--- src/i2rd_pkg.sv ---
// shared constants for the integer to radix digits converter
package i2rd_pkg;

  // default operand width of the converted integer
  localparam int unsigned VALUE_BITS_DEF = 32;

  // radix register and digit widths
  localparam int unsigned RADIX_W = 5;
  localparam int unsigned DIGIT_W = 4;

  // radix reset value and saturation bounds
  localparam logic [RADIX_W-1:0] RADIX_RESET = 5'd10;
  localparam logic [RADIX_W-1:0] RADIX_MIN   = 5'd2;
  localparam logic [RADIX_W-1:0] RADIX_MAX   = 5'd16;

endpackage

--- src/integer_to_radix_digits.sv ---
// signed integer to radix digit stream converter, top level
// a negative value adds a sign beat, zero skips the divider, output stalls hold the stream
// each digit costs one full pass of the bit-serial divider
// each output digit passes through S_FETCH and then S_SEND for the registered digit store read
// one item in flight; in_stall_o is low only while idle
// reset: asynchronous active low, radix returns to 10, digit store not cleared
module integer_to_radix_digits import i2rd_pkg::*; #(
  parameter int unsigned VALUE_BITS = VALUE_BITS_DEF
) (
  input  logic                  clk_i,
  input  logic                  rst_ni,
  input  logic                  cfg_we_i,
  input  logic [RADIX_W-1:0]    cfg_wdata_i,
  input  logic                  in_valid_i,
  output logic                  in_stall_o,
  input  logic [VALUE_BITS-1:0] value_i,
  output logic                  out_valid_o,
  input  logic                  out_stall_i,
  output logic [DIGIT_W-1:0]    digit_value_o,
  output logic                  is_minus_sign_o,
  output logic                  last_o
);

  localparam int unsigned CNT_W  = $clog2(VALUE_BITS + 1);
  localparam int unsigned ADDR_W = $clog2(VALUE_BITS);

  localparam logic [2:0] S_IDLE  = 3'd0;
  localparam logic [2:0] S_DIV   = 3'd1;
  localparam logic [2:0] S_SIGN  = 3'd2;
  localparam logic [2:0] S_FETCH = 3'd3;
  localparam logic [2:0] S_SEND  = 3'd4;

  logic [2:0]            state_q, state_d;
  logic [RADIX_W-1:0]    radix_q;
  logic [RADIX_W-1:0]    base_q, base_d;
  logic                  neg_q, neg_d;
  logic [CNT_W-1:0]      cnt_q, cnt_d, cnt_nxt;
  logic [CNT_W-1:0]      idx_q, idx_d;
  logic                  out_valid_q, out_valid_d;
  logic [DIGIT_W-1:0]    out_digit_q, out_digit_d;
  logic                  out_minus_q, out_minus_d;
  logic                  out_last_q, out_last_d;
  logic                  out_load;
  logic                  out_free;
  logic [VALUE_BITS-1:0] mag;
  logic [RADIX_W-1:0]    base_sat;
  logic                  div_start;
  logic                  div_done;
  logic [VALUE_BITS-1:0] div_dividend;
  logic [VALUE_BITS-1:0] div_quot;
  logic [DIGIT_W-1:0]    div_rem;
  logic                  wr_en;
  logic [ADDR_W-1:0]     wr_addr;
  logic [DIGIT_W-1:0]    wr_data;
  logic [ADDR_W-1:0]     rd_addr;
  logic [DIGIT_W-1:0]    rd_data_q;
  logic [CNT_W-1:0]      idx_dec;
  logic [DIGIT_W-1:0]    store_q [VALUE_BITS];

  // magnitude of the incoming value, most negative value maps to 2^(n-1)
  assign mag = value_i[VALUE_BITS-1] ? VALUE_BITS'(~value_i + 1'b1) : value_i;

  // radix saturated into 2..16
  always_comb begin
    if (radix_q < RADIX_MIN) begin
      base_sat = RADIX_MIN;
    end else if (radix_q > RADIX_MAX) begin
      base_sat = RADIX_MAX;
    end else begin
      base_sat = radix_q;
    end
  end

  assign in_stall_o   = state_q != S_IDLE;
  assign out_free     = !out_valid_q || !out_stall_i;
  assign cnt_nxt      = cnt_q + 1'b1;
  assign idx_dec      = idx_q - 1'b1;
  assign rd_addr      = idx_dec[ADDR_W-1:0];
  assign div_dividend = (state_q == S_IDLE) ? mag : div_quot;

  // sequencer
  always_comb begin
    state_d     = state_q;
    base_d      = base_q;
    neg_d       = neg_q;
    cnt_d       = cnt_q;
    idx_d       = idx_q;
    div_start   = 1'b0;
    wr_en       = 1'b0;
    wr_addr     = cnt_q[ADDR_W-1:0];
    wr_data     = div_rem;
    out_load    = 1'b0;
    out_digit_d = out_digit_q;
    out_minus_d = out_minus_q;
    out_last_d  = out_last_q;
    case (state_q)
      S_IDLE: begin
        if (in_valid_i) begin
          base_d = base_sat;
          neg_d  = value_i[VALUE_BITS-1];
          if (mag == '0) begin
            // zero gives a single 0 digit
            wr_en   = 1'b1;
            wr_addr = '0;
            wr_data = '0;
            cnt_d   = CNT_W'(1);
            idx_d   = CNT_W'(1);
            state_d = S_FETCH;
          end else begin
            div_start = 1'b1;
            cnt_d     = '0;
            state_d   = S_DIV;
          end
        end
      end
      S_DIV: begin
        if (div_done) begin
          wr_en = 1'b1;
          cnt_d = cnt_nxt;
          if (div_quot == '0 || cnt_nxt == CNT_W'(VALUE_BITS)) begin
            idx_d   = cnt_nxt;
            state_d = neg_q ? S_SIGN : S_FETCH;
          end else begin
            div_start = 1'b1;
          end
        end
      end
      S_SIGN: begin
        if (out_free) begin
          out_load    = 1'b1;
          out_digit_d = '0;
          out_minus_d = 1'b1;
          out_last_d  = 1'b0;
          state_d     = S_FETCH;
        end
      end
      S_FETCH: begin
        // store read address settles, data registered at this edge
        state_d = S_SEND;
      end
      S_SEND: begin
        if (out_free) begin
          out_load    = 1'b1;
          out_digit_d = rd_data_q;
          out_minus_d = 1'b0;
          out_last_d  = idx_q == CNT_W'(1);
          idx_d       = idx_dec;
          state_d     = (idx_q == CNT_W'(1)) ? S_IDLE : S_FETCH;
        end
      end
      default: begin
        state_d = S_IDLE;
      end
    endcase
  end

  // output beat valid
  always_comb begin
    if (out_load) begin
      out_valid_d = 1'b1;
    end else if (!out_stall_i) begin
      out_valid_d = 1'b0;
    end else begin
      out_valid_d = out_valid_q;
    end
  end

  // control state
  always_ff @(posedge clk_i or negedge rst_ni) begin
    if (!rst_ni) begin
      state_q     <= S_IDLE;
      radix_q     <= RADIX_RESET;
      cnt_q       <= '0;
      idx_q       <= '0;
      neg_q       <= 1'b0;
      out_valid_q <= 1'b0;
    end else begin
      state_q     <= state_d;
      cnt_q       <= cnt_d;
      idx_q       <= idx_d;
      neg_q       <= neg_d;
      out_valid_q <= out_valid_d;
      if (cfg_we_i) begin
        radix_q <= cfg_wdata_i;
      end
    end
  end

  // payload registers
  always_ff @(posedge clk_i) begin
    base_q      <= base_d;
    out_digit_q <= out_digit_d;
    out_minus_q <= out_minus_d;
    out_last_q  <= out_last_d;
  end

  // digit store, least significant digit first
  always_ff @(posedge clk_i) begin
    if (wr_en) begin
      store_q[wr_addr] <= wr_data;
    end
    rd_data_q <= store_q[rd_addr];
  end

  // shared divider
  i2rd_div #(
    .VALUE_BITS(VALUE_BITS)
  ) u_div (
    .clk_i     (clk_i),
    .rst_ni    (rst_ni),
    .start_i   (div_start),
    .dividend_i(div_dividend),
    .divisor_i (div_start && state_q == S_IDLE ? base_sat : base_q),
    .done_o    (div_done),
    .quot_o    (div_quot),
    .rem_o     (div_rem)
  );

  assign out_valid_o     = out_valid_q;
  assign digit_value_o   = out_digit_q;
  assign is_minus_sign_o = out_minus_q;
  assign last_o          = out_last_q;

endmodule

--- src/i2rd_div.sv ---
// iterative restoring divider, one quotient bit per cycle, small divisor
module i2rd_div import i2rd_pkg::*; #(
  parameter int unsigned VALUE_BITS = VALUE_BITS_DEF
) (
  input  logic                  clk_i,
  input  logic                  rst_ni,
  input  logic                  start_i,
  input  logic [VALUE_BITS-1:0] dividend_i,
  input  logic [RADIX_W-1:0]    divisor_i,
  output logic                  done_o,
  output logic [VALUE_BITS-1:0] quot_o,
  output logic [DIGIT_W-1:0]    rem_o
);

  localparam int unsigned CNT_W = $clog2(VALUE_BITS + 1);

  logic                  run_q, run_d;
  logic                  done_q, done_d;
  logic [CNT_W-1:0]      cnt_q, cnt_d;
  logic [VALUE_BITS-1:0] quo_q, quo_d;
  logic [DIGIT_W-1:0]    rem_q, rem_d;
  logic [RADIX_W-1:0]    trial;
  logic                  fits;

  // partial remainder with the next dividend bit shifted in
  assign trial = {rem_q, quo_q[VALUE_BITS-1]};
  assign fits  = trial >= divisor_i;

  // step sequencing
  always_comb begin
    run_d  = run_q;
    done_d = 1'b0;
    cnt_d  = cnt_q;
    quo_d  = quo_q;
    rem_d  = rem_q;
    if (start_i) begin
      run_d = 1'b1;
      cnt_d = CNT_W'(VALUE_BITS);
      quo_d = dividend_i;
      rem_d = '0;
    end else if (run_q) begin
      quo_d = {quo_q[VALUE_BITS-2:0], fits};
      rem_d = fits ? DIGIT_W'(trial - divisor_i) : DIGIT_W'(trial);
      cnt_d = cnt_q - 1'b1;
      if (cnt_q == CNT_W'(1)) begin
        run_d  = 1'b0;
        done_d = 1'b1;
      end
    end
  end

  // control state
  always_ff @(posedge clk_i or negedge rst_ni) begin
    if (!rst_ni) begin
      run_q  <= 1'b0;
      done_q <= 1'b0;
      cnt_q  <= '0;
    end else begin
      run_q  <= run_d;
      done_q <= done_d;
      cnt_q  <= cnt_d;
    end
  end

  // quotient and remainder
  always_ff @(posedge clk_i) begin
    quo_q <= quo_d;
    rem_q <= rem_d;
  end

  assign done_o = done_q;
  assign quot_o = quo_q;
  assign rem_o  = rem_q;

endmodule

--- config.mk ---
export PLATFORM = sky130hd
export DESIGN_NAME = integer_to_radix_digits
export DESIGN_NICKNAME = d
export VERILOG_FILES = /design/src/i2rd_pkg.sv /design/src/integer_to_radix_digits.sv /design/src/i2rd_div.sv
export SDC_FILE = /design/constraint.sdc
export NUM_CORES = 1
export LEC_CHECK = 0
export BUFFER_PORTS_ARGS = -buffer_cell sky130_fd_sc_hd__buf_4
export CAP_MARGIN = 20
export CORE_ASPECT_RATIO = 1.4
export CORE_MARGIN = 4
export CORE_UTILIZATION = 50
export DETAILED_ROUTE_END_ITERATION = 12
export GPL_TIMING_DRIVEN = 0
export HOLD_SLACK_MARGIN = 0.05
export PLACE_DENSITY = 0.67
export SYNTH_ARGS = -nofsm -noshare
export SYNTH_HDL_FRONTEND = slang
export SYNTH_SLANG_ARGS = --single-unit
--- constraint.sdc ---
create_clock -name clk_i -period 8.8 [get_ports clk_i]
set_input_delay 1.32 -clock clk_i [delete_from_list [all_inputs] [get_ports clk_i]]
set_output_delay 1.32 -clock clk_i [all_outputs]
set_load 0.02 [all_outputs]
# Yosys cells after proc, flatten, opt, wreduce, memory -nomap -nowiden

Memory sizes are Yosys's and may differ from the RTL's. A register that Yosys moved wholly into a read port is not among the register bits.
Cells that the tools add are included.

Register bits after elaboration: 77
RAM bits: 128
Output and inout port bits: 8
Word-level logic and storage cells: 124
Memories kept: 1

Memory list:

| name    | words | bits a word | rd ports | clocked after memory_dff | wr ports | RTL line                      | text |
|---|---|---|---|---|---|---|---|
| store_q | 32    | 4           | 1        | 1                        | 1        | integer_to_radix_digits.sv:58 | `logic [DIGIT_W-1:0] store_q [VALUE_BITS];` |

$add $sub $neg: 5
$lt $le $gt $ge: 3
Eq/ne operators: 15
Mux-type cells: 64
Bitwise operators: 1
Reductions and logical operators: 20

Operators with widths:

| kind                                                                    | number |
|---|---|
| 32-bit 2-to-1 mux                                                       | 4 |
| 32-bit zero test                                                        | 2 |
| 6-bit 2-to-1 mux                                                        | 9 |
| 32-bit by 1-bit adder with 32-bit output, second input constant         | 1 |
| 32-bit NOT                                                              | 1 |
| 5-bit 2-to-1 mux                                                        | 6 |
| 1-bit 2-to-1 mux                                                        | 24 |
| 4-bit 2-to-1 mux                                                        | 6 |
| 6-bit one-hot mux with 3 select lines                                   | 1 |
| 3-bit 2-to-1 mux                                                        | 5 |
| 3-bit one-hot mux with 5 select lines                                   | 1 |
| 6-bit by 1-bit equality test with 1-bit output, second input constant   | 2 |
| 6-bit one-hot mux with 2 select lines                                   | 1 |
| 6-bit by 1-bit subtractor with 6-bit output, second input constant      | 2 |
| 2-bit by 1-bit inequality test with 1-bit output, second input constant | 4 |
| 2-bit inequality test, second input constant                            | 4 |
| 1-bit one-hot mux with 2 select lines                                   | 4 |
| 4-bit one-hot mux with 2 select lines                                   | 1 |
| 6-bit by 1-bit adder with 6-bit output, second input constant           | 1 |
| 3-bit by 2-bit equality test with 1-bit output, second input constant   | 2 |
| 6-bit equality test, second input constant                              | 1 |
| 3-bit AND reduction                                                     | 2 |
| 6-bit AND reduction                                                     | 1 |
| 2-bit nonzero test                                                      | 3 |
| 15 further kinds                                                        | 20 |

# Depth between registers and ports, before layout

Depth in word-level cells: 12
Mapped depth: 22
Depth with buffers taken out: 20

# Cells and area by module

From an unflattened synthesis, not the netlist that was laid out.

Cell total of the unflattened synthesis: 849
Area total of the unflattened synthesis: 10670.2 µm²

By module, submodules not included:

| module                  | instances | cells an instance | area each (µm²) | sequential area each (µm²) |
|---|---|---|---|---|
| integer_to_radix_digits | 1         | 704               | 8597.0          | 4807.1 |
| i2rd_div                | 1         | 145               | 2073.2          | 1241.2 |

# Worst setup path before layout

Ideal clock, no wire load.

Kind: input to register
Start: input value_i[0]
End: register u_div.rem_q[2] (netlist: u_div.rem_o[2])
Library setup time: 114 ps
Data arrival time: 5404 ps
Required time: 8686 ps
Slack: 3282 ps
Cell stages on the path: 21
Path buffers: 1
Cell sequence: inv_1 ha_1 or4b_2 nor4_2 a31o_2 o311ai_0 o2111ai_1 nor4_4 nor2_1 mux2_2 ha_1 nand2b_1 a21o_1 a21oi_1 nor2b_1 o21ai_0 nand2b_1 clkbuf_1 mux2_2 mux2i_1 nor2_1

Longest elaborated chain between the ends: 11
Elaborated cells on any way between the ends: 12
Those cells by class: add/sub (2); order compare (1); mux (6); bitwise (1); reduce/logical (2)

Ends and longest elaborated chain:

| what                                                    | RTL line                       | text |
|---|---|---|
| start: declaration                                      | integer_to_radix_digits.sv:16  | `input logic [VALUE_BITS-1:0] value_i,` |
| 32-bit NOT                                              | integer_to_radix_digits.sv:61  | `assign mag = value_i[VALUE_BITS-1] ? VALUE_BITS'(~value_i + 1'b1) : value_i;` |
| 32-bit by 1-bit adder with 32-bit output                | integer_to_radix_digits.sv:61  |  |
| 32-bit 2-to-1 mux (*)                                   | integer_to_radix_digits.sv:61  |  |
| 32-bit zero test (*)                                    | integer_to_radix_digits.sv:101 | `if (mag == '0) begin` |
| 1-bit 2-to-1 mux (*)                                    | integer_to_radix_digits.sv:101 |  |
| 1-bit 2-to-1 mux (*)                                    | integer_to_radix_digits.sv:98  | `if (in_valid_i) begin` |
| 1-bit one-hot mux with 2 select lines (*)               | integer_to_radix_digits.sv:96  | `case (state_q)` |
| 1-bit logical AND                                       | integer_to_radix_digits.sv:213 | `.divisor_i (div_start && state_q == S_IDLE ? base_sat : base_q),` |
| 5-bit 2-to-1 mux                                        | integer_to_radix_digits.sv:213 |  |
| 4-bit subtractor or 5-bit >= comparator (tied branches) | i2rd_div.sv:43, i2rd_div.sv:27 |  |
| 4-bit 2-to-1 mux                                        | i2rd_div.sv:43                 | `rem_d = fits ? DIGIT_W'(trial - divisor_i) : DIGIT_W'(trial);` |
| end signal: assignment                                  | i2rd_div.sv:68                 | `rem_q <= rem_d;` |
| end: declaration                                        | i2rd_div.sv:21                 | `logic [DIGIT_W-1:0] rem_q, rem_d;` |

Every way passes the cells marked *; elsewhere a longest branch is shown, timed or not.
A chain may end at the register's enable or synchronous reset.

# Worst setup path in the final report

Same ends and word-level chain as after synthesis.

==> results.md <==
- Final antenna-violating net count: 0
- Drt first pass iters: 5
- Max incr delay on CP: 0.61 ns
- Worst-path maximum fanout: 7
- Met2 Routed Length: 12,600 um
- Post-synthesis cell type with the largest combined area: edfxtp_1
- HPWL after detailed placement: 16,600 um
- Final sum of negative setup slack: 0 ns
- Mean Syn Cell Area: 12.9 um^2
- Yosys warnings: 0
- Count of unique library cells instantiated by Yosys: 69
- I/O pin cnt: 50
- Sequential-to-total area share from yosys stat: 58.5%
- Share of layout cells above drive strength 1: 18.3%
- Path class of the lowest-slack min-delay path: reg2reg
- Final Slew Violations: 0
- Worst-path cell with the longest stage delay: or4_1
- Global-route wire length before repair: 36,100 um
- Maximum number of pins on one net before global-route repair: 33
- Area of the die: 23,100 um^2
- Top area cells in the synthesized netlist: edfxtp_1 (50%), mux4_2 (8.7%), dfrtp_1 (6.8%)
- Worst endpoint data arrival time: 6.65 ns
- GP Congestion: 0.875
- Number of levels the H-tree was split into: 1
- Via Count: 6,655
- Die outline height: 178 um
- Insertion delay to the later sink of the worst-skew pair: 0.50 ns
- FILL cells: 1,681
- Post-synth EDFFs: 171
- Placeable core region: 20,400 um^2
- P&R area growth vs syn: 13.4%
- Post-layout instance count excluding filler cells: 1,134
- CTS tree: yes
- Final cycle utilization of the critical path: 71.1%
- Utilization after layout: 57.5%
- Wl on met1: 8740 um
- Most common library cell in the layout ignoring fill and taps: edfxtp_1
- Number of setup violations in the final report: 0
- Total global-route track usage: 20.1%
- WP data required: 9.19 ns
- Diode insertion count for antenna repair: 0
- Layout net count: 919
- Via count of the first global-routing pass: 6,633
- Worst path cell trace: buf_4, inv_1, ha_1, nor3b_1, o211ai_1, nor4_1, o2111ai_1, or4_1, nor4_4, nor2_1, mux2_2, ha_1, nand2b_1, a21o_1, a21oi_1, nor2b_1, o21ai_0, nand2b_1, clkbuf_1, mux2_2, mux2i_1, nor2_1
- Initial drt markers: 341
- Highest clock frequency the design can meet: 160 MHz
- Per-cell via count in the routed design: 5.87
- CTS Buf Count: 20
- Hold violation count in the final report: 0
- Number of max-cap violations: 0
- Floorplan row count: 62
- Post-route DRC: 0
- Highest-count cells in the layout ignoring fill and taps: edfxtp_1 (171), nor2_1 (100), nand2_1 (46)
- Worst clock skew: 0.0210 ns
- VDD IR-drop max: 0.129 mV
- Capturing element type of the critical path: register
- Summed instance area of the synthesized netlist: 10,300 um^2
- Worst Path Class, Setup: in2reg
- Number of port buffers: 36
- Post-synthesis cell count: 801
- Uppermost signal routing layer after detailed routing: met4
- Type of element launching the critical path: input pin
- Actual transition at the worst max-transition pin: 1.11 ns
- Gate family responsible for the most delay along the worst path: simple AND/OR/NAND/NOR gates
- Chip Width: 130 um
- Syn Nets: 855
- Pwr per Cell Area: 291 nW/um^2
- Placed Cells: 1,096
- Antenna violations before repair: 0
- Clock-pin slew of the registers on the worst-case setup and hold paths: 0.07 ns
- Average wire per standard cell: 20.3 um
- Predominant post-synthesis flop cell: edfxtp_1
- FF+latch count, synth: 209
- Hold buffer count at CTS: 0
- CTS root buffer: clkbuf_16
- Number of buffers inserted by post-CTS setup repair: 0
- Number of sinks handled by clock tree synthesis: 209
- Initial Util: 50.7%
- Final Hold Slack: 0.496 ns
- Routed length on met3: 871 um
- Relative slew margins: 25.2%
- Max Buffers Root-to-Sink: 3
- Area share of the leading cell type in the synthesized netlist: 49.7%
- Total Routed Length: 23,000 um
- Number of buffer and inverter instances along the worst setup path: 3
- Overflow left after global routing: 0
- Result of the run: completed
- Post-CTS sizing: 0
- Leak Pwr: 4.08 nW
- RSZ-0062 raised after global routing: false
- Share of flip-flops with an asynchronous set or reset after synthesis: 14.4%
- Post-layout min period: 6.25 ns
==> routing by layer <==
layer	track usage, %	vias up
met5	0	-
met4	6.85	0
met3	2.37	47
met2	38.0	174
met1	23.4	3248
li1	-	3186
==> metrics by stage <==
stage | setup WS [ns] | area, um^2 | total power, mW
2_1_floorplan | 3.28 | 10300 | 2.18
3_3_place_gp | 2.05 | 10900 | 2.49
3_5_place_dp | 2.06 | 11000 | 2.54
4_1_cts | 2.54 | 11600 | 3.40
5_1_grt | 2.26 | 11700 | 3.57
6_report | 2.55 | 11700 | 3.41
==> worst reg2reg max path: stages (launching register included) <==
cell      delay (ns)
dfrtp_1         0.35
clkbuf_1        0.59
clkbuf_1        0.65
inv_1           0.11
ha_1            0.31
clkbuf_1        0.33
clkbuf_1        0.65
mux4_2          0.43
mux4_2          0.52
mux2_2          0.30
==> kinds of logic (layout without fill, tap and decap cells) <==
kind of cell             count (synthesis)  after routing  synth area share [%]
buffers and inverters                   71            148                  3.01
AND/OR/NAND/NOR                        272            272                  13.6
AO/OA/AOI/OAI                          128            128                  8.05
multiplexers                            67             67                  11.8
XOR/XNOR                                42             42                  3.56
adder cells (fa/ha/maj)                 12             12                  1.53
flip-flops                             209            209                  58.5
==> path summary, 6_finish.rpt <==
path	end	cells after the start	slack [ns]	start
worst min register to register	neg_q	2	0.50	neg_q
max in group asynchronous	radix_q[1]	1	7.73	rst_ni
worst max-delay path	u_div.rem_o[2]	22	2.55	value_i[0]
min in group asynchronous	out_valid_o	1	0.75	rst_ni
worst min-delay path	neg_q	2	0.50	neg_q
worst max register to register	rd_data_q[2]	9	4.46	idx_q[0]
==> flip-flops by register name (all words and copies together), names as in the netlist, 3 cells and up <==
name / cells
rd_data_q: 4
radix_q: 5
digit_value_o: 4
idx_q: 6
u_div.quot_o: 32
base_q: 5
cnt_q: 6
state_q: 3
store_q: 128
u_div.cnt_q: 6
u_div.rem_o: 4
==> power by group <==
group	total [mW]	leakage, nW	internal (mW)	switching (mW)
logic	1.12	1.75	0.527	0.591
registers	1.43	2.01	1.34	0.0876
clock network	0.861	0.318	0.497	0.364
==> synthesized netlist by cell type (11+ instances only) <==
cell and count:
edfxtp_1 171, nor2_1 100, nand2_1 46, a21oi_1 42
mux4_2 40, clkbuf_1 34, dfrtp_1 28, o21ai_0 26
xor2_1 25, nor3_1 21, nor4_1 18, xnor2_1 17
inv_1 16, mux2_2 15, nand3_1 14, ha_1 11
==> final cells by class <==
cell class | count | area (um^2) | share of cell area (%)
Timing Repair Buffer | 42 | 415 | 3.54
Multi-Input combinational cell | 521 | 3970 | 33.9
Tap cell | 256 | 320 | 2.73
Sequential cell | 209 | 6050 | 51.6
Buffer | 54 | 248 | 2.11
Clock inverter | 11 | 116 | 0.993
Inverter | 17 | 63.8 | 0.544
Clock buffer | 24 | 537 | 4.58
Power figures use the tool's default switching activity.
